<file path="src/design/dpr_pkg.sv">
// shared types and constants for the depth-to-point reprojection block
`timescale 1ns / 1ps

package dpr_pkg;

	// register index codes
	localparam logic [2:0] REG_OUT_WIDTH    = 3'd0;
	localparam logic [2:0] REG_OUT_HEIGHT   = 3'd1;
	localparam logic [2:0] REG_STEP         = 3'd2;
	localparam logic [2:0] REG_MIN_DEPTH_MM = 3'd3;
	localparam logic [2:0] REG_MAX_DEPTH_MM = 3'd4;
	localparam logic [2:0] REG_INV_FOCAL_X  = 3'd5;
	localparam logic [2:0] REG_INV_FOCAL_Y  = 3'd6;

	// configuration register widths and limits
	localparam int CfgDataW  = 25;
	localparam int SizeW     = 13;
	localparam int StepW     = 5;
	localparam int DepthW    = 16;
	localparam int InvW      = 25;
	localparam int IndexW    = 12;
	localparam int PhaseW    = 4;
	localparam int HalfW     = 14;
	localparam int MagW      = 13;
	localparam int Prod1W    = MagW + DepthW;
	localparam int Prod2W    = Prod1W + InvW;
	localparam int FracShift = 21;

	localparam logic [SizeW-1:0] MaxOutWidth  = 13'd4096;
	localparam logic [SizeW-1:0] MaxOutHeight = 13'd4096;
	localparam logic [StepW-1:0] MaxStep      = 5'd16;

	// reset values of the registers
	localparam logic [SizeW-1:0]  RstOutWidth  = 13'd320;
	localparam logic [SizeW-1:0]  RstOutHeight = 13'd200;
	localparam logic [StepW-1:0]  RstStep      = 5'd2;
	localparam logic [DepthW-1:0] RstMinDepth  = 16'd10;
	localparam logic [DepthW-1:0] RstMaxDepth  = 16'd2000;
	localparam logic [InvW-1:0]   RstInvFocal  = 25'd67109;

	// queue depth between front and back
	localparam int QueueDepth = 4;
	localparam int QPtrW      = 2;
	localparam int QCntW      = 3;

	// one classified pixel waiting for the back end
	typedef struct packed {
		logic signed [HalfW-1:0] hx;
		logic signed [HalfW-1:0] hy;
		logic [DepthW-1:0]       depth;
		logic                    point_valid;
		logic                    frame_end;
	} dpr_entry_t;

endpackage

</file>
<file path="src/design/dpr_queue.sv">
// small register queue between the front and back ends
`timescale 1ns / 1ps

module dpr_queue (
	input  logic                clk,
	input  logic                arst_n,
	input  logic                push,
	input  dpr_pkg::dpr_entry_t push_entry,
	input  logic                pop,
	output dpr_pkg::dpr_entry_t pop_entry,
	output logic                full,
	output logic                empty
);

	dpr_pkg::dpr_entry_t entries_q [dpr_pkg::QueueDepth];
	logic [dpr_pkg::QPtrW-1:0] wr_ptr_q, rd_ptr_q;
	logic [dpr_pkg::QCntW-1:0] count_q;
	logic do_push, do_pop;

	assign full    = count_q == dpr_pkg::QCntW'(dpr_pkg::QueueDepth);
	assign empty   = count_q == '0;
	assign do_push = push & !full;
	assign do_pop  = pop & !empty;
	assign pop_entry = entries_q[rd_ptr_q];

	// pointers and fill count
	always_ff @(posedge clk or negedge arst_n) begin
		if (!arst_n) begin
			wr_ptr_q <= '0;
			rd_ptr_q <= '0;
			count_q  <= '0;
		end else begin
			if (do_push) wr_ptr_q <= wr_ptr_q + dpr_pkg::QPtrW'(1);
			if (do_pop) rd_ptr_q <= rd_ptr_q + dpr_pkg::QPtrW'(1);
			if (do_push && !do_pop) count_q <= count_q + dpr_pkg::QCntW'(1);
			else if (do_pop && !do_push) count_q <= count_q - dpr_pkg::QCntW'(1);
		end
	end

	// entry storage
	always_ff @(posedge clk) begin
		if (do_push) entries_q[wr_ptr_q] <= push_entry;
	end

endmodule

</file>
<file path="config.mk">
export PLATFORM = sky130hd
export DESIGN_NAME = dpr_queue
export DESIGN_NICKNAME = d
export VERILOG_FILES = /design/src/design/dpr_pkg.sv /design/src/design/dpr_queue.sv
export SDC_FILE = /design/constraint.sdc
export NUM_CORES = 1
export LEC_CHECK = 0
export ABC_CLOCK_PERIOD_IN_PS = 5700
export BUFFER_PORTS_ARGS = -buffer_cell sky130_fd_sc_hd__buf_2
export CORE_ASPECT_RATIO = 0.5
export CORE_MARGIN = 10
export CORE_UTILIZATION = 61
export DETAILED_ROUTE_END_ITERATION = 10
export PLACE_DENSITY = 0.86
export SLEW_MARGIN = 10
export SYNTH_ARGS = -nofsm -noshare
export SYNTH_HDL_FRONTEND = slang
export SYNTH_SLANG_ARGS = --single-unit
</file>
<file path="constraint.sdc">
create_clock -name clk -period 5.7 [get_ports clk]
set_input_delay 0.285 -clock clk [delete_from_list [all_inputs] [get_ports clk]]
set_output_delay 0.285 -clock clk [all_outputs]
set_load 0.02 [all_outputs]
</file>
==> impl_metrics.yaml <==
sta:
  period_needed_ns: 2.61
  grt_setup_unrepaired: "no"
  finalSetupViolations: 0
  slew_headroom: 0.195
  hold_violations: 0
  finClkSkew_ns: 0.00491
  worst_pin_slew_ns: 1.21
  fin_crit_sh: 0.458
  max_freq_mhz: 383
  finalMaxSlewViolations: 0
  fin_setup_tns_ns: 0
floorplan:
  std_cell_rows: 27
  die_width_um: 172
  pin_count: 98
  start_util: 0.632
  core_sq_um: 11100
  die_height_um: 96.0
  die-area_sq_um: 16500
routing:
  num_vias: 3245
  viasPerCell: 5.99
  drt-initial-drc-count: 305
  wl_per_cell_um: 26.5
  drcViolationCount: 0
  ant_nets: 0
  firstDrtPassIters: 5
  drt-total-wl_mm: 14.4
logic_synthesis:
  syn_nets: 332
  syn_area_per_cell_sq_um: 25.5
  yosys_warnings: 0
  yosysTopAreaCell: "edfxtp_1"
  synth.area.top_cells: "edfxtp_1 (78%), mux4_2 (15%), dfrtp_1 (2.5%), ha_1 (0.89%), xnor2_1 (0.50%)"
  netlist_instances: 276
  yosysTopAreaCellShare: 0.784
  synth_area_sq_um: 7050
  yosysUniqueCellTypes: 20
  ys_seq_area_frac: 0.809
  ys_ff_latch: 191
placed_design:
  hpwlAfterDp_mm: 8.09
  port_buffers: 97
  gp_congestion: 0.707
  place_inst: 507
cts:
  cts_resized: 0
  clk_latency_ns: 0.43
  cts_tree: "built"
  htreeDepth: 4
  clockBufferDepth: 2
  cts_made_buffers: 17
  root_buffer: "clkbuf_16"
  clock_sinks: 191
  cts.clk_slew.worst_paths_ns: 0.07
setup_path:
  cp_slowest_cell: "dfrtp_4"
  cp_cell_sequence: "mux4_2 -> buf_2"
  slowest_delay_ns: 1.03
  path_class: "reg -> out"
  worstPathMaxFanout: 48
  critical_path_arrival_ns: 2.33
  start_kind: "flip-flop"
  cp.required_ns: 5.41
  cp-end-kind: "output pin"
final_layout:
  layout.cells.non_filler: 542
  regArea_sq_um: 5710
  final_cell_mix: "edfxtp_1 (184), buf_2 (97), mux4_2 (46), clkbuf_16 (17)"
  n_fill_cell: 580
  mostFrequentLayoutCell: "edfxtp_1"
  utilization: 0.746
  fin_nets: 439
  drive_above_1_share: 0.465
  multi_input_area_sq_um: 1260
  synthToLayoutAreaGrowth_pct: 18.0
power:
  powerDensity_nw_per_um2: 562
  leakagePower_nw: 2.88
  fin_total_pwr_mw: 4.67
  ir_worst_vdd_v: 0.000437
status:
  status: "complete, no violations"
grt:
  overflow: 0
  grt_pass1_vias: 3440
  grt_use_met3: 0.0694
  busiest_layer: "met2"
  grt_max_degree: 49
  antenna_found_initial: 2
  grt_pass1_wl_mm: 21.5
  use_met1: 0.221
  grt_usage: 0.183
  use_met2: 0.305
run:
  max-cap-violations: 0
min_path:
  min_path_type: "in -> reg"
final timing paths:
check	start	to	slack (ns)	depth (start not counted)
hold / removal	push_entry[36]	entries_q[0][36]	0.07	1
setup reg to reg	count_q[2]	entries_q[2][6]	3.27	3
max in group asynchronous	arst_n	rd_ptr_q[0]	5.31	2
setup / recovery	rd_ptr_q[0]	pop_entry[27]	3.09	2
min in group asynchronous	arst_n	count_q[0]	0.22	2
hold reg to reg	count_q[2]	count_q[2]	0.51	1
Yosys cell counts:
cell	n
or3_1	1
edfxtp_1	184
nor3b_2	1
inv_1	4
buf_2	5
nand2_1	1
clkbuf_1	1
mux4_2	46
buf_6	3
dfrtp_1	7
buf_4	2
and2_1	4
fa_1	1
mux2_2	2
nor2b_1	1
xor2_1	2
nor2_1	1
nand3_1	1
ha_1	5
xnor2_1	4
per-layer routing:
layer,share of wire,wire length (um)
met5,0.00049,7
met4,0.013,191
met3,0.074,1070
met2,0.52,7510
met1,0.39,5600
cell families (layout without fill, tap and decap cells):
group         after synthesis  after routing  share of synthesized area
xor+xnor                    6              6                    0.00745
fa+ha+maj                   6              6                     0.0117
buf+inv                    15            135                     0.0131
flops                     191            191                      0.809
mux                        48             48                      0.150
other cells                 0              1                          0
simple gates               10             10                    0.00887
metrics by stage:
| stage | area [sq um] | setup WS (ns) | hold WS, ns |
|---|---|---|---|
| after global routing | 8310 | 2.92 | 0.0582 |
| final | 8320 | 3.09 | 0.0727 |
| after CTS | 8290 | 3.04 | 0.0565 |
| after floorplan | 7050 | 3.33 | -0.0106 |
| after global placement | 7650 | 3.43 | 0.120 |
| after detailed placement | 7650 | 3.26 | 0.127 |
worst max-delay path, delay by kind of cell (launching register included):
kind,cells,cell delay [ns]
buffers and inverters,1,0.19
DFF,1,1.03
muxes,1,0.65
flip-flops by register name, indices dropped and copies added (netlist names):
register and count:
entries_q 184, count_q 3, rd_ptr_q 2, wr_ptr_q 2
repair_timing:
item,4_1_cts,5_1_grt
setup buffers,0,0
hold endpoints to repair,7,0
hold buffers,1,0
final cells by class:
class,count,area share
flip-flops and latches,191,0.686
multi-input cells,70,0.152
repair buffers,99,0.0620
clock buffers,18,0.0516
clock inverters,14,0.0245
well taps,145,0.0218
inverters,4,0.00181
diodes,1,0.000301
power by group:
group	internal (mW)	total [mW]	switching, mW
Sequential	1.87	2.12	0.257
Clock	0.743	1.26	0.519
Combinational	0.573	1.28	0.711
Total	3.18	4.67	1.49
No activity file was read; power rests on OpenSTA's default activity.
