[src/design/dpr_pkg.sv]
// shared types and constants for the depth-to-point reprojection block
`timescale 1ns / 1ps

package dpr_pkg;

	// register index codes
	localparam logic [2:0] REG_OUT_WIDTH    = 3'd0;
	localparam logic [2:0] REG_OUT_HEIGHT   = 3'd1;
	localparam logic [2:0] REG_STEP         = 3'd2;
	localparam logic [2:0] REG_MIN_DEPTH_MM = 3'd3;
	localparam logic [2:0] REG_MAX_DEPTH_MM = 3'd4;
	localparam logic [2:0] REG_INV_FOCAL_X  = 3'd5;
	localparam logic [2:0] REG_INV_FOCAL_Y  = 3'd6;

	// configuration register widths and limits
	localparam int CfgDataW  = 25;
	localparam int SizeW     = 13;
	localparam int StepW     = 5;
	localparam int DepthW    = 16;
	localparam int InvW      = 25;
	localparam int IndexW    = 12;
	localparam int PhaseW    = 4;
	localparam int HalfW     = 14;
	localparam int MagW      = 13;
	localparam int Prod1W    = MagW + DepthW;
	localparam int Prod2W    = Prod1W + InvW;
	localparam int FracShift = 21;

	localparam logic [SizeW-1:0] MaxOutWidth  = 13'd4096;
	localparam logic [SizeW-1:0] MaxOutHeight = 13'd4096;
	localparam logic [StepW-1:0] MaxStep      = 5'd16;

	// reset values of the registers
	localparam logic [SizeW-1:0]  RstOutWidth  = 13'd320;
	localparam logic [SizeW-1:0]  RstOutHeight = 13'd200;
	localparam logic [StepW-1:0]  RstStep      = 5'd2;
	localparam logic [DepthW-1:0] RstMinDepth  = 16'd10;
	localparam logic [DepthW-1:0] RstMaxDepth  = 16'd2000;
	localparam logic [InvW-1:0]   RstInvFocal  = 25'd67109;

	// queue depth between front and back
	localparam int QueueDepth = 4;
	localparam int QPtrW      = 2;
	localparam int QCntW      = 3;

	// one classified pixel waiting for the back end
	typedef struct packed {
		logic signed [HalfW-1:0] hx;
		logic signed [HalfW-1:0] hy;
		logic [DepthW-1:0]       depth;
		logic                    point_valid;
		logic                    frame_end;
	} dpr_entry_t;

endpackage

[src/design/dpr_front.sv]
// front end: raster position counters, downsample and depth range classification
`timescale 1ns / 1ps

module dpr_front (
	input  logic                                  clk,
	input  logic                                  arst_n,
	input  logic                                  in_valid,
	output logic                                  in_ready,
	input  logic [dpr_pkg::DepthW-1:0]            depth_mm,
	input  logic                                  frame_start,
	input  logic [dpr_pkg::SizeW-1:0]             out_width,
	input  logic [dpr_pkg::SizeW-1:0]             out_height,
	input  logic [dpr_pkg::StepW-1:0]             step,
	input  logic [dpr_pkg::DepthW-1:0]            min_depth_mm,
	input  logic [dpr_pkg::DepthW-1:0]            max_depth_mm,
	input  logic                                  queue_full,
	output logic                                  push,
	output dpr_pkg::dpr_entry_t                   push_entry
);

	logic [dpr_pkg::PhaseW-1:0] column_phase_q, row_phase_q;
	logic [dpr_pkg::IndexW-1:0] column_index_q, row_index_q;
	logic [dpr_pkg::PhaseW-1:0] col_ph, row_ph;
	logic [dpr_pkg::IndexW-1:0] col_idx, row_idx;
	logic [dpr_pkg::SizeW-1:0]  w_c, h_c;
	logic [dpr_pkg::StepW-1:0]  s_c, s_m1;
	logic col_last_ph, col_last, row_last_ph, row_last;
	logic kept, in_range, valid, last, accept;

	// clamp the frame geometry to the supported range
	always_comb begin
		w_c = out_width;
		if (out_width == '0) w_c = dpr_pkg::SizeW'(1);
		else if (out_width > dpr_pkg::MaxOutWidth) w_c = dpr_pkg::MaxOutWidth;
		h_c = out_height;
		if (out_height == '0) h_c = dpr_pkg::SizeW'(1);
		else if (out_height > dpr_pkg::MaxOutHeight) h_c = dpr_pkg::MaxOutHeight;
		s_c = step;
		if (step == '0) s_c = dpr_pkg::StepW'(1);
		else if (step > dpr_pkg::MaxStep) s_c = dpr_pkg::MaxStep;
		s_m1 = s_c - dpr_pkg::StepW'(1);
	end

	// current position, restarted by frame_start
	assign col_ph  = frame_start ? '0 : column_phase_q;
	assign row_ph  = frame_start ? '0 : row_phase_q;
	assign col_idx = frame_start ? '0 : column_index_q;
	assign row_idx = frame_start ? '0 : row_index_q;

	// classification of the pixel
	assign col_last_ph = {1'b0, col_ph} >= s_m1;
	assign row_last_ph = {1'b0, row_ph} >= s_m1;
	assign col_last    = {1'b0, col_idx} >= (w_c - dpr_pkg::SizeW'(1));
	assign row_last    = {1'b0, row_idx} >= (h_c - dpr_pkg::SizeW'(1));
	assign last        = col_last_ph & col_last & row_last_ph & row_last;
	assign kept        = (col_ph == '0) && (row_ph == '0);
	assign in_range    = (depth_mm > min_depth_mm) && (depth_mm < max_depth_mm);
	assign valid       = kept & in_range;

	assign in_ready = !queue_full;
	assign accept   = in_valid & in_ready;
	assign push     = accept & (valid | last);

	// half-pixel offsets from the centre
	always_comb begin
		push_entry.hx = $signed({1'b0, col_idx, 1'b0}) - $signed({1'b0, w_c});
		push_entry.hy = $signed({1'b0, row_idx, 1'b0}) - $signed({1'b0, h_c});
		push_entry.depth       = depth_mm;
		push_entry.point_valid = valid;
		push_entry.frame_end   = last;
	end

	// raster position advance
	always_ff @(posedge clk or negedge arst_n) begin
		if (!arst_n) begin
			column_phase_q <= '0;
			column_index_q <= '0;
			row_phase_q    <= '0;
			row_index_q    <= '0;
		end else if (accept) begin
			column_phase_q <= col_ph;
			column_index_q <= col_idx;
			row_phase_q    <= row_ph;
			row_index_q    <= row_idx;
			if (!col_last_ph) begin
				column_phase_q <= col_ph + dpr_pkg::PhaseW'(1);
			end else begin
				column_phase_q <= '0;
				if (!col_last) begin
					column_index_q <= col_idx + dpr_pkg::IndexW'(1);
				end else begin
					column_index_q <= '0;
					if (!row_last_ph) begin
						row_phase_q <= row_ph + dpr_pkg::PhaseW'(1);
					end else begin
						row_phase_q <= '0;
						if (!row_last) row_index_q <= row_idx + dpr_pkg::IndexW'(1);
						else row_index_q <= '0;
					end
				end
			end
		end
	end

endmodule

[config.mk]
export PLATFORM = sky130hd
export DESIGN_NAME = dpr_front
export DESIGN_NICKNAME = d
export VERILOG_FILES = /design/src/design/dpr_pkg.sv /design/src/design/dpr_front.sv
export SDC_FILE = /design/constraint.sdc
export NUM_CORES = 1
export LEC_CHECK = 0
export BUFFER_PORTS_ARGS = -buffer_cell sky130_fd_sc_hd__buf_4
export CORE_UTILIZATION = 40
export CTS_CLUSTER_DIAMETER = 30
export DETAILED_ROUTE_END_ITERATION = 8
export GPL_ROUTABILITY_DRIVEN = 0
export PLACE_DENSITY = 0.72
export RECOVER_POWER = 100
export SYNTH_ARGS = -nofsm -noshare
export SYNTH_HDL_FRONTEND = slang
export SYNTH_SLANG_ARGS = --single-unit
[constraint.sdc]
create_clock -name clk -period 8.5 [get_ports clk]
set_input_delay 2.55 -clock clk [delete_from_list [all_inputs] [get_ports clk]]
set_output_delay 2.55 -clock clk [all_outputs]
set_load 0.01 [all_outputs]
==> key figures, run 1 <==
Run status
  • Status: finished, violations left
  • Failing checks: max-capacitance violations, max-slew violations

Final layout
  • Cell Count, Final, Fillers Out: 1042
  • Antenna Cells: 0
  • Fraction of layout cells with a size suffix above 1: 22.2%
  • Nets@finish: 1047
  • Synthesis-to-finish area growth: 26.3%
  • Layout Utilization: 52.1%

Placed design
  • Dpl cells: 1027
  • IO Port Bufs: 131
  • Hpwl dp: 11300 um
  • Post-Place Setup Slack: -0.0706 ns

Flow run
  • Number of max-cap violations: 1

Logic synthesis
  • Ys async rst share: 100%
  • Synth unique cells: 66
  • Main synth FF type: dfrtp_1
  • Cell Area, Synth: 0.00549 mm^2
  • EDFF count, synth: 0
  • Dominant cell type by area after synthesis: ha_1
  • Synth Register Bits: 32
  • Syn Nets: 919
  • Syn. warnings: 0
  • Seq/Total Area, Yosys: 14.6%
  • Synth Instances: 737
  • Post-synth top cells: ha_1 (96), nand2_1 (75), nor2_1 (60)
  • Cell with the most instances after synthesis: ha_1
  • Syn_area_per_cell: 7.45 um^2
  • Top post-synthesis cells by area: ha_1 (22%), dfrtp_1 (15%), nand2_1 (5.1%)
  • Share of the synthesized area in the top cell type: 21.9%

Clock tree
  • Bufs on Longest Clock Path: 2
  • Clock tree sinks: 32
  • Root buffer cell: clkbuf_16
  • Clock Pin Slew Worst Setup and Hold Paths: 0.06 ns
  • CTS Buf Count: 5
  • Worst-Skew Late Latency: 0.28 ns
  • H-tree Lvls: 2
  • CTS tree: done

Timing
  • RSZ-0062 raised after global routing: yes
  • Max-slew violations: 33
  • Setup Skew: 0.00520 ns
  • Setup violation total in the final timing report: 0
  • Worst Tran Pin Value: 1.85 ns
  • Setup ws final: 0.0606 ns
  • Hold_ws: 0.468 ns
  • Final Hold Fails: 0
  • Relative slew slack: -23.2%
  • Final Cycle Share: 99.3%
  • FMAX: 0.118 GHz
  • Fin crit period: 8.44 ns

Min path
  • Worst min-delay path category: reg2reg

Critical path
  • Critical path endpoint category: primary output
  • Arrival time worst endpoint: 5.89 ns
  • Most used cell, CP: nor2_1
  • Worst-path cell chain: buf_4 > or4_4 > and4bb_2 > nor2_1 > nor2_1 > inv_2 > ha_4 > nor2b_4 > a311oi_2 > a21oi_1 > ha_1 > nor2_1 > a211o_1 > a31oi_1 > nand3_1 > a31oi_4 > nand3_2 > inv_2 > o21a_1 > buf_4
  • CP max stage cell: or4_4
  • CP Data Required Time: 5.95 ns
  • Crit path kind: in2out
  • Critical Path Start Type: input port
  • Max incr delay on CP: 0.54 ns
  • Max FO, Critical Path: 6

Detailed routing
  • DR vias/cell: 5.44
  • # DRC: 0
  • Initial drt markers: 351
  • DRT Wirelength: 14200 um
  • ANT nets after route: 0
  • DRT Pass-1 Iters: 5
  • Via count: 5664
  • Routed length per placed instance: 13.6 um

Die
  • I/O pin count: 132
  • Die height: 119 um
  • Die area: 0.0142 mm^2
  • Initial Util: 41.3%
  • Row cnt: 42
  • Die Span X: 119 um
  • Core area: 0.0133 mm^2

Power
  • Leak Pwr: 3.38 nW
  • Switching Fraction: 36.2%
  • Clock power share: 25.4%
  • Sequential Power Share: 25.2%
  • Pwr dens: 104 mW/mm^2
  • Net Switching: 0.260 mW
  • Comb power frac: 49.5%
  • Int Power: 0.458 mW
  • Peak supply drop: 0.0000999 V

GRT
  • Pin count of the biggest net entering global routing: 40
  • Grt total ovfl: 0
  • Initial antenna violation count: 0
  • First-pass GRT wire length: 23600 um
  • Gr usage total: 19.7%
  • Number of global-route vias before repair: 5196
through the flow:
step	instance area, um^2	TNS (ns)	total power, mW
final	6930	0	0.718
after global routing	6930	-0.179	0.771
after CTS	6810	0	0.715
after detailed placement	6650	-0.0706	0.533
after global placement	6650	0	0.529
after floorplan	5490	0	0.395
power groups by stage:
| stage | clock network [mW] | registers (mW) | logic [mW] |
|---|---|---|---|
| 2_1_floorplan | 0 | 0.180 | 0.216 |
| 5_1_grt | 0.190 | 0.184 | 0.397 |
| 6_report | 0.182 | 0.181 | 0.355 |
| 3_5_place_dp | 0 | 0.183 | 0.350 |
| 4_1_cts | 0.183 | 0.180 | 0.352 |
| 3_3_place_gp | 0 | 0.183 | 0.346 |
flip-flops by register name, indices dropped and copies added, names as in the netlist:
signal	count
row_index_q	12
row_phase_q	4
column_index_q	12
column_phase_q	4
cell usage in the layout (no fill, tap or decap), types with 4 or more instances in the layout:
cell / n
buf_4: 158
ha_1: 94
nand2_1: 75
nor2_1: 60
inv_1: 50
o21ai_0: 48
a21oi_1: 39
nor2b_1: 34
dfrtp_1: 32
xnor2_1: 23
nand3_1: 23
nor3_1: 22
nand2b_1: 16
a21o_1: 13
nand4_1: 13
o31ai_1: 11
xor2_1: 11
o211ai_1: 9
o21a_1: 9
nor4_1: 8
and3_1: 7
a211oi_1: 7
and2_1: 5
or3_1: 5
clkbuf_16: 5
o21ai_1: 4
a31oi_1: 4
critical path: cells and delay by family:
| family | cells | cell delay [ns] |
|---|---|---|
| AND/OR/NAND/NOR | 8 | 1.55 |
| AO/OA/AOI/OAI | 6 | 0.99 |
| buffers and inverters | 4 | 0.42 |
| adder cells (fa/ha/maj) | 2 | 0.37 |
repair_timing:
item                       4_1_cts  5_1_grt
pin swaps                        0       10
setup buffers                    0        7
gates resized for setup          3       18
setup endpoints to repair        1        5
hold buffers                     0        0
per-layer routing:
layer | up-vias | GRT usage, % | wire (um) | share of wire [%]
li1 | 2923 | - | - | -
met1 | 2585 | 26.9 | 6630 | 47
met2 | 152 | 34.3 | 6730 | 47
met3 | 4 | 2.20 | 789 | 5.6
met4 | 0 | 1.74 | 36 | 0.25
met5 | - | 0 | 0 | 0
area by class of cell:
cell class              instances  area [um^2]
fillers                      1317         6360
multi-input cells             613         4360
repair buffers                160         1200
flip-flops and latches         32          801
well taps                     176          220
inverters                      53          199
clock buffers                   6          139
clock inverters                 2         10.0
cells by family (layout without fill, tap and decap cells):
kind of cell | count (synthesis) | count (layout) | synth area share [%]
flops | 32 | 32 | 14.6
buf+inv | 92 | 221 | 7.59
simple gates | 292 | 292 | 27.1
compound gates | 188 | 188 | 22.5
xor+xnor | 34 | 34 | 5.42
mux | 1 | 1 | 0.182
fa+ha+maj | 98 | 98 | 22.6
worst paths after layout:
kind	from	endpoint	slack, ns	depth (start not counted)
worst max-delay path	out_width[2]	push	0.06	20
worst min-delay path	row_phase_q[3]	row_phase_q[3]	0.47	1
worst max register to register	column_index_q[9]	row_index_q[2]	5.35	11
worst min register to register	row_phase_q[3]	row_phase_q[3]	0.47	1
max in group asynchronous	arst_n	column_index_q[3]	4.66	1
min in group asynchronous	arst_n	row_index_q[0]	2.77	1
No activity file was read; power rests on OpenSTA's default activity.
==> run 2: changes to the inputs <==
Clock period 8.5 ns to 10.5 ns, I/O delays scaled along.
==> run 2 against run 1 <==
  * The flow still finishes with violations (max-capacitance violations, max-slew violations)
  * Via count is 1.3% lower
  * Clock skew hardly changed
  * Register-to-register slack better by 1.5 ns
  * Critical endpoint unchanged
  * Sequential share of layout area is 0.80 points higher
  * Die area stayed put
  * Power is 25% lower
  * Highest routed layer unchanged
  * Final cell count is 2.2% lower
  * Hold slack worse by 0.00088 ns
  * Combinational power is 28% lower
  * Core utilization is 3.4 points lower
  * Non-clock buffer count is 22 lower
  * Cell area is 6.5% lower
==> key figures, run 2 (same netlist as run 1, synthesis figures left out) <==
Die
  • I/O pin count: 132 (unchanged)
  • Die area: 0.0142 mm^2 (unchanged)
  • Die Span X: 119 um (unchanged)
  • Die height: 119 um (unchanged)
  • Initial Util: 41.3% (unchanged)
  • Core area: 0.0133 mm^2 (unchanged)
  • Row cnt: 42 (unchanged)

Timing
  • Setup TNS: 0 ns (unchanged)
  • Final Cycle Share: 95.2%
  • Setup Skew: 0.00471 ns (-0.000493 ns)
  • Relative slew slack: -22.8% (+0.37 points)
  • Max-slew violations: 33 (unchanged)
  • RSZ-0062 raised after global routing: no
  • FMAX: 0.100 GHz
  • Setup ws final: 0.507 ns (+0.446 ns)
  • Setup violation total in the final timing report: 0 (unchanged)
  • Hold_ws: 0.467 ns (-0.000884 ns)
  • Final Hold Fails: 0 (unchanged)
  • Fin crit period: 9.99 ns
  • Worst Tran Pin Value: 1.84 ns (-0.00549 ns)

Clock tree
  • Bufs on Longest Clock Path: 2 (unchanged)
  • Clock tree sinks: 32 (unchanged)
  • H-tree Lvls: 2 (unchanged)
  • CTS Buf Count: 5 (unchanged)
  • Cts repair resizes: 0 (-3)
  • Postcts setup bufs: 0 (unchanged)
  • Worst-Skew Late Latency: 0.27 ns (about the same)
  • Clock Pin Slew Worst Setup and Hold Paths: 0.05 ns (about the same)
  • Root buffer cell: clkbuf_16
  • CTS Hold Bufs: 0 (unchanged)
  • CTS tree: done

Final layout
  • Antenna Cells: 0 (unchanged)
  • Most frequent cells in the layout: ha_1 (96), buf_4 (92), nand2_1 (75)
  • Synthesis-to-finish area growth: 18.1%
  • Commonest non-fill, non-tap cell in the layout: ha_1
  • Cell Count, Final, Fillers Out: 1019 (-2.2%)
  • Regs by FF count: column_index_q (12), row_index_q (12)
  • Nets@finish: 1025 (-2.1%)
  • Filler Cell Count: 1399 (+6.2%)
  • Fraction of layout cells with a size suffix above 1: 12.7% (-9.5 points)

Detailed routing
  • # DRC: 0 (unchanged)
  • DR vias/cell: 5.48 (+0.90%)
  • DR WL met3: 844 um (+7.0%)
  • Highest metal used: met4
  • Initial drt markers: 369 (+5.1%)
  • Wl on met1: 6540 um (-1.2%)
  • DRT Wirelength: 13800 um (-2.3%)
  • DRT Pass-1 Iters: 4 (-1)
  • Routed length per placed instance: 13.6 um (-0.12%)
  • Met2 WL: 6410 um (-4.8%)
  • Via count: 5589 (-1.3%)
  • ANT nets after route: 0 (unchanged)

Run status
  • Status: finished, violations left
  • Failing checks: max-capacitance violations, max-slew violations

Min path
  • Worst min-delay path category: reg2reg
  • Start point of the worst hold path: column_index_q[4]
  • Hold path endpoint: column_index_q[4]
  • Hold path depth: 1 (unchanged)

Placed design
  • Post-Place Setup Slack: 0.633 ns (+0.703 ns)
  • IO Port Bufs: 131 (unchanged)
  • Hpwl dp: 11100 um (-2.0%)
  • Dpl cells: 1012 (-1.5%)

Critical path
  • Critical path endpoint category: primary output
  • RR Startpoint: column_index_q[10]
  • Critical Path Start Type: input port
  • Worst Reg2Reg Path Length in Cells: 11 (unchanged)
  • CP Data Required Time: 7.35 ns (+1.40 ns)
  • FF-to-FF setup slack: 6.86 ns (+1.51 ns)
  • Crit path kind: in2out
  • Arrival time worst endpoint: 6.84 ns (+0.95 ns)
  • RR Endpoint: row_index_q[8]
  • Max FO, Critical Path: 6 (unchanged)

GRT
  • Number of global-route vias before repair: 5120 (-1.5%)
  • First-pass GRT wire length: 23600 um (about the same)
  • Pin count of the biggest net entering global routing: 54 (+35%)
  • Gr usage total: 19.6% (-0.084 points)
  • Initial antenna violation count: 0 (unchanged)
  • Grt total ovfl: 0 (unchanged)

Flow run
  • Number of max-cap violations: 1 (unchanged)

Power
  • Pwr dens: 83.3 mW/mm^2 (-20%)
  • Leak Pwr: 3.09 nW (-8.7%)
  • Peak supply drop: 0.0000755 V (-24%)
==> run 2: cell count changes in the layout (fill, tap and decap cells not counted), moves of 4 or more <==
| cell | change |
|---|---|
| buf_4 | -66 |
| clkbuf_1 | +46 |
| o21ai_0 | +5 |
| o21ai_1 | -4 |
==> run 2: layout make-up <==
cell class                      count  area (um^2)  area share [%]
Clock buffer                        6          129            1.99
Timing Repair Buffer              138          863            13.3
Tap cell                          176          220            3.40
Multi-Input combinational cell    613         4270            65.8
Inverter                           53          199            3.07
Clock inverter                      1         5.00          0.0772
Sequential cell                    32          801            12.4
==> run 2: how the worst max path moves through the flow <==
stage | from | end | cells after the start
after floorplan | out_width[2] | push | 17
after global placement | out_width[2] | push | 19
after detailed placement | out_width[2] | push | 19
after CTS | out_width[2] | push | 19
after global routing | out_width[2] | push | 19
final | out_width[3] | push | 19
==> run 2: metal layers <==
metal / vias up / GRT usage (%)
met4: 0 / 2.14
met5: - / 0
li1: 2883 / -
met3: 8 / 3.02
met1: 2551 / 27.2
met2: 147 / 32.9
==> run 2: power by group <==
group	switching [mW]	leakage [nW]	internal (mW)
Combinational	0.141	2.59	0.116
Sequential	0.0114	0.431	0.134
Clock	0.0506	0.0667	0.0861
==> run 2: metrics by stage <==
stage,util (%),cell area (um^2),total power [mW]
after CTS,50.2,6670,0.564
after global placement,49.2,6540,0.422
after detailed placement,49.2,6540,0.426
after global routing,48.8,6480,0.583
final,48.8,6480,0.540
after floorplan,-,5490,0.320
==> run 2: critical path, cell delays in order <==
cell	delay [ns]
buf_4	0.13
or4_4	0.55
and4bb_2	0.34
nor2_1	0.04
nor2_1	0.11
inv_1	0.11
ha_1	0.30
a311oi_1	0.25
a21oi_1	0.07
ha_1	0.28
o21ai_0	0.09
a211o_1	0.29
a31oi_1	0.14
nand3_1	0.11
a31oi_1	0.28
nand3_1	0.14
inv_1	0.19
o21a_1	0.15
buf_4	0.11
==> run 3: changes to the inputs <==
Clock period 10.5 ns to 10.9 ns, I/O delays scaled along.
==> run 3 against run 2 <==
  * Largest power group unchanged
  * Highest routed layer unchanged
  * The run still ends with max-capacitance violations, max-slew violations left
  * Register-to-register slack gained 0.42 ns
  * Critical endpoint unchanged
  * Routed wire length grew 1.0%
  * Clock skew grew 0.0018 ns
  * Flip-flop and latch count is the same
==> key figures, run 3 (same netlist as run 1, synthesis figures left out) <==
Timing
  • Relative slew slack: -26.4% (-3.6 points)
  • Setup TNS: 0 ns (unchanged)
  • RSZ-0062 raised after global routing: no
  • Setup Skew: 0.00648 ns (+0.00177 ns)
  • FMAX: 0.0964 GHz
  • Setup violation total in the final timing report: 0 (unchanged)
  • Worst Tran Pin Value: 1.90 ns (+0.0543 ns)
  • Hold_ws: 0.470 ns (+0.00214 ns)
  • Max-slew violations: 33 (unchanged)
  • Fin crit period: 10.37 ns
  • Final Cycle Share: 95.2%
  • Setup ws final: 0.528 ns (+0.0213 ns)
  • Final Hold Fails: 0 (unchanged)

Power
  • Sequential Power Share: 25.2% (-1.8 points)
  • Clock power share: 30.7% (+5.4 points)
  • Switching Fraction: 35.3% (-2.3 points)
  • Leak Pwr: 3.10 nW (+0.51%)
  • Int Power: 0.362 mW (+7.5%)
  • Pwr dens: 86.0 mW/mm^2 (+3.2%)
  • Net Switching: 0.198 mW (-2.6%)
  • Comb power frac: 44.2% (-3.4 points)
  • Peak supply drop: 0.0000657 V (-13%)

Final layout
  • Antenna Cells: 0 (unchanged)
  • Layout Utilization: 49.0% (+0.24 points)
  • Fraction of layout cells with a size suffix above 1: 12.6% (-0.12 points)
  • Synthesis-to-finish area growth: 18.6%
  • Commonest non-fill, non-tap cell in the layout: ha_1
  • Filler Cell Count: 1423 (+1.7%)
  • Nets@finish: 1024 (-0.098%)
  • Most frequent cells in the layout: ha_1 (96), buf_4 (91), nand2_1 (75)
  • Regs by FF count: column_index_q (12), row_index_q (12)

GRT
  • Grt total ovfl: 0 (unchanged)
  • Pin count of the biggest net entering global routing: 54 (unchanged)
  • Number of global-route vias before repair: 5155 (+0.68%)
  • First-pass GRT wire length: 23500 um (-0.55%)
  • Gr usage total: 19.5% (-0.070 points)
  • Initial antenna violation count: 0 (unchanged)

Critical path
  • Critical Path Start Type: input port
  • RR Endpoint: row_index_q[7]
  • Critical path endpoint category: primary output
  • Max FO, Critical Path: 6 (unchanged)
  • FF-to-FF setup slack: 7.28 ns (+0.42 ns)
  • RR Startpoint: column_index_q[9]
  • Crit path kind: in2out
  • CP Data Required Time: 7.63 ns (+0.28 ns)
  • Worst Reg2Reg Path Length in Cells: 11 (unchanged)
  • Arrival time worst endpoint: 7.10 ns (+0.26 ns)

Run status
  • Failing checks: max-capacitance violations, max-slew violations
  • Status: finished, violations left

Die
  • Core area: 0.0133 mm^2 (unchanged)
  • I/O pin count: 132 (unchanged)
  • Die height: 119 um (unchanged)
  • Die Span X: 119 um (unchanged)
  • Initial Util: 41.3% (unchanged)
  • Die area: 0.0142 mm^2 (unchanged)
  • Row cnt: 42 (unchanged)

Detailed routing
  • Routed length per placed instance: 13.7 um (+1.0%)
  • DRT Pass-1 Iters: 5 (+1)
  • Via count: 5554 (-0.63%)
  • # DRC: 0 (unchanged)
  • DRT Wirelength: 14000 um (+1.0%)
  • ANT nets after route: 0 (unchanged)
  • DR vias/cell: 5.45 (-0.63%)
  • Initial drt markers: 412 (+12%)

Clock tree
  • CTS Buf Count: 5 (unchanged)
  • Bufs on Longest Clock Path: 2 (unchanged)
  • H-tree Lvls: 2 (unchanged)
  • Cts repair resizes: 0 (unchanged)
  • Postcts setup bufs: 0 (unchanged)
  • CTS tree: done
  • Clock Pin Slew Worst Setup and Hold Paths: 0.05 ns (about the same)
  • Root buffer cell: clkbuf_16
  • Clock tree sinks: 32 (unchanged)
  • CTS Hold Bufs: 0 (unchanged)
  • Worst-Skew Late Latency: 0.27 ns (about the same)

Min path
  • Hold path depth: 1 (unchanged)
  • Start point of the worst hold path: column_index_q[11]
  • Hold path endpoint: column_index_q[11]
  • Worst min-delay path category: reg2reg

Placed design
  • Post-Place Setup Slack: 0.781 ns (+0.149 ns)
  • IO Port Bufs: 131 (unchanged)
  • Hpwl dp: 11200 um (+1.3%)

Flow run
  • Number of max-cap violations: 1 (unchanged)
[run 3: critical path, cell delays in order]
cell and delay (ns):
buf_4 0.13, or4_1 0.61, and4bb_2 0.36, nor2_1 0.04, nor2_1 0.11, inv_1 0.11
ha_1 0.30, a311oi_1 0.25, a21oi_1 0.08, ha_1 0.28, o21ai_0 0.07, a211o_1 0.29
a31oi_1 0.15, nand3_1 0.12, a31oi_1 0.27, nand3_1 0.15, inv_1 0.19, o21a_1 0.16
clkbuf_1 0.16
[run 3: area by class of cell]
type | count | area [um^2] | area share, %
multi-input combinational | 613 | 4260 | 65.3
timing repair buffer | 137 | 856 | 13.1
sequential | 32 | 801 | 12.3
tap | 176 | 220 | 3.38
inverter | 53 | 199 | 3.05
clock buffer | 7 | 153 | 2.34
clock inverter | 1 | 30.0 | 0.461
[run 3: metrics by stage]
| step | std cells | power, mW | cell area (um^2) |
|---|---|---|---|
| 5_1_grt | 1019 | 0.601 | 6510 |
| 2_1_floorplan | 737 | 0.308 | 5490 |
| 6_report | 1019 | 0.560 | 6510 |
| 3_5_place_dp | 1011 | 0.410 | 6530 |
| 4_1_cts | 1019 | 0.583 | 6710 |
| 3_3_place_gp | 1011 | 0.406 | 6530 |
[run 3: worst max-delay path by stage]
stage                       startpoint  endpoint  slack (ns)
after floorplan           out_width[2]      push        1.03
after global placement    out_width[2]      push        0.89
after detailed placement  out_width[2]      push        0.78
after CTS                 out_width[2]      push        0.76
after global routing      out_width[2]      push        0.30
final                     out_width[3]      push        0.53
[run 3: layer usage]
layer	track usage, %	wire length (um)
met5	0	0
met4	3.09	121
met3	2.39	823
met2	32.9	6390
met1	27.0	6660
[run 3: power by group through the flow]
| stage | clock, mW | sequential [mW] | combinational, mW |
|---|---|---|---|
| CTS | 0.174 | 0.141 | 0.269 |
| detailed placement | 0 | 0.143 | 0.267 |
| global placement | 0 | 0.142 | 0.264 |
| global route | 0.179 | 0.142 | 0.280 |
| finish | 0.172 | 0.141 | 0.247 |
| floorplan | 0 | 0.140 | 0.168 |
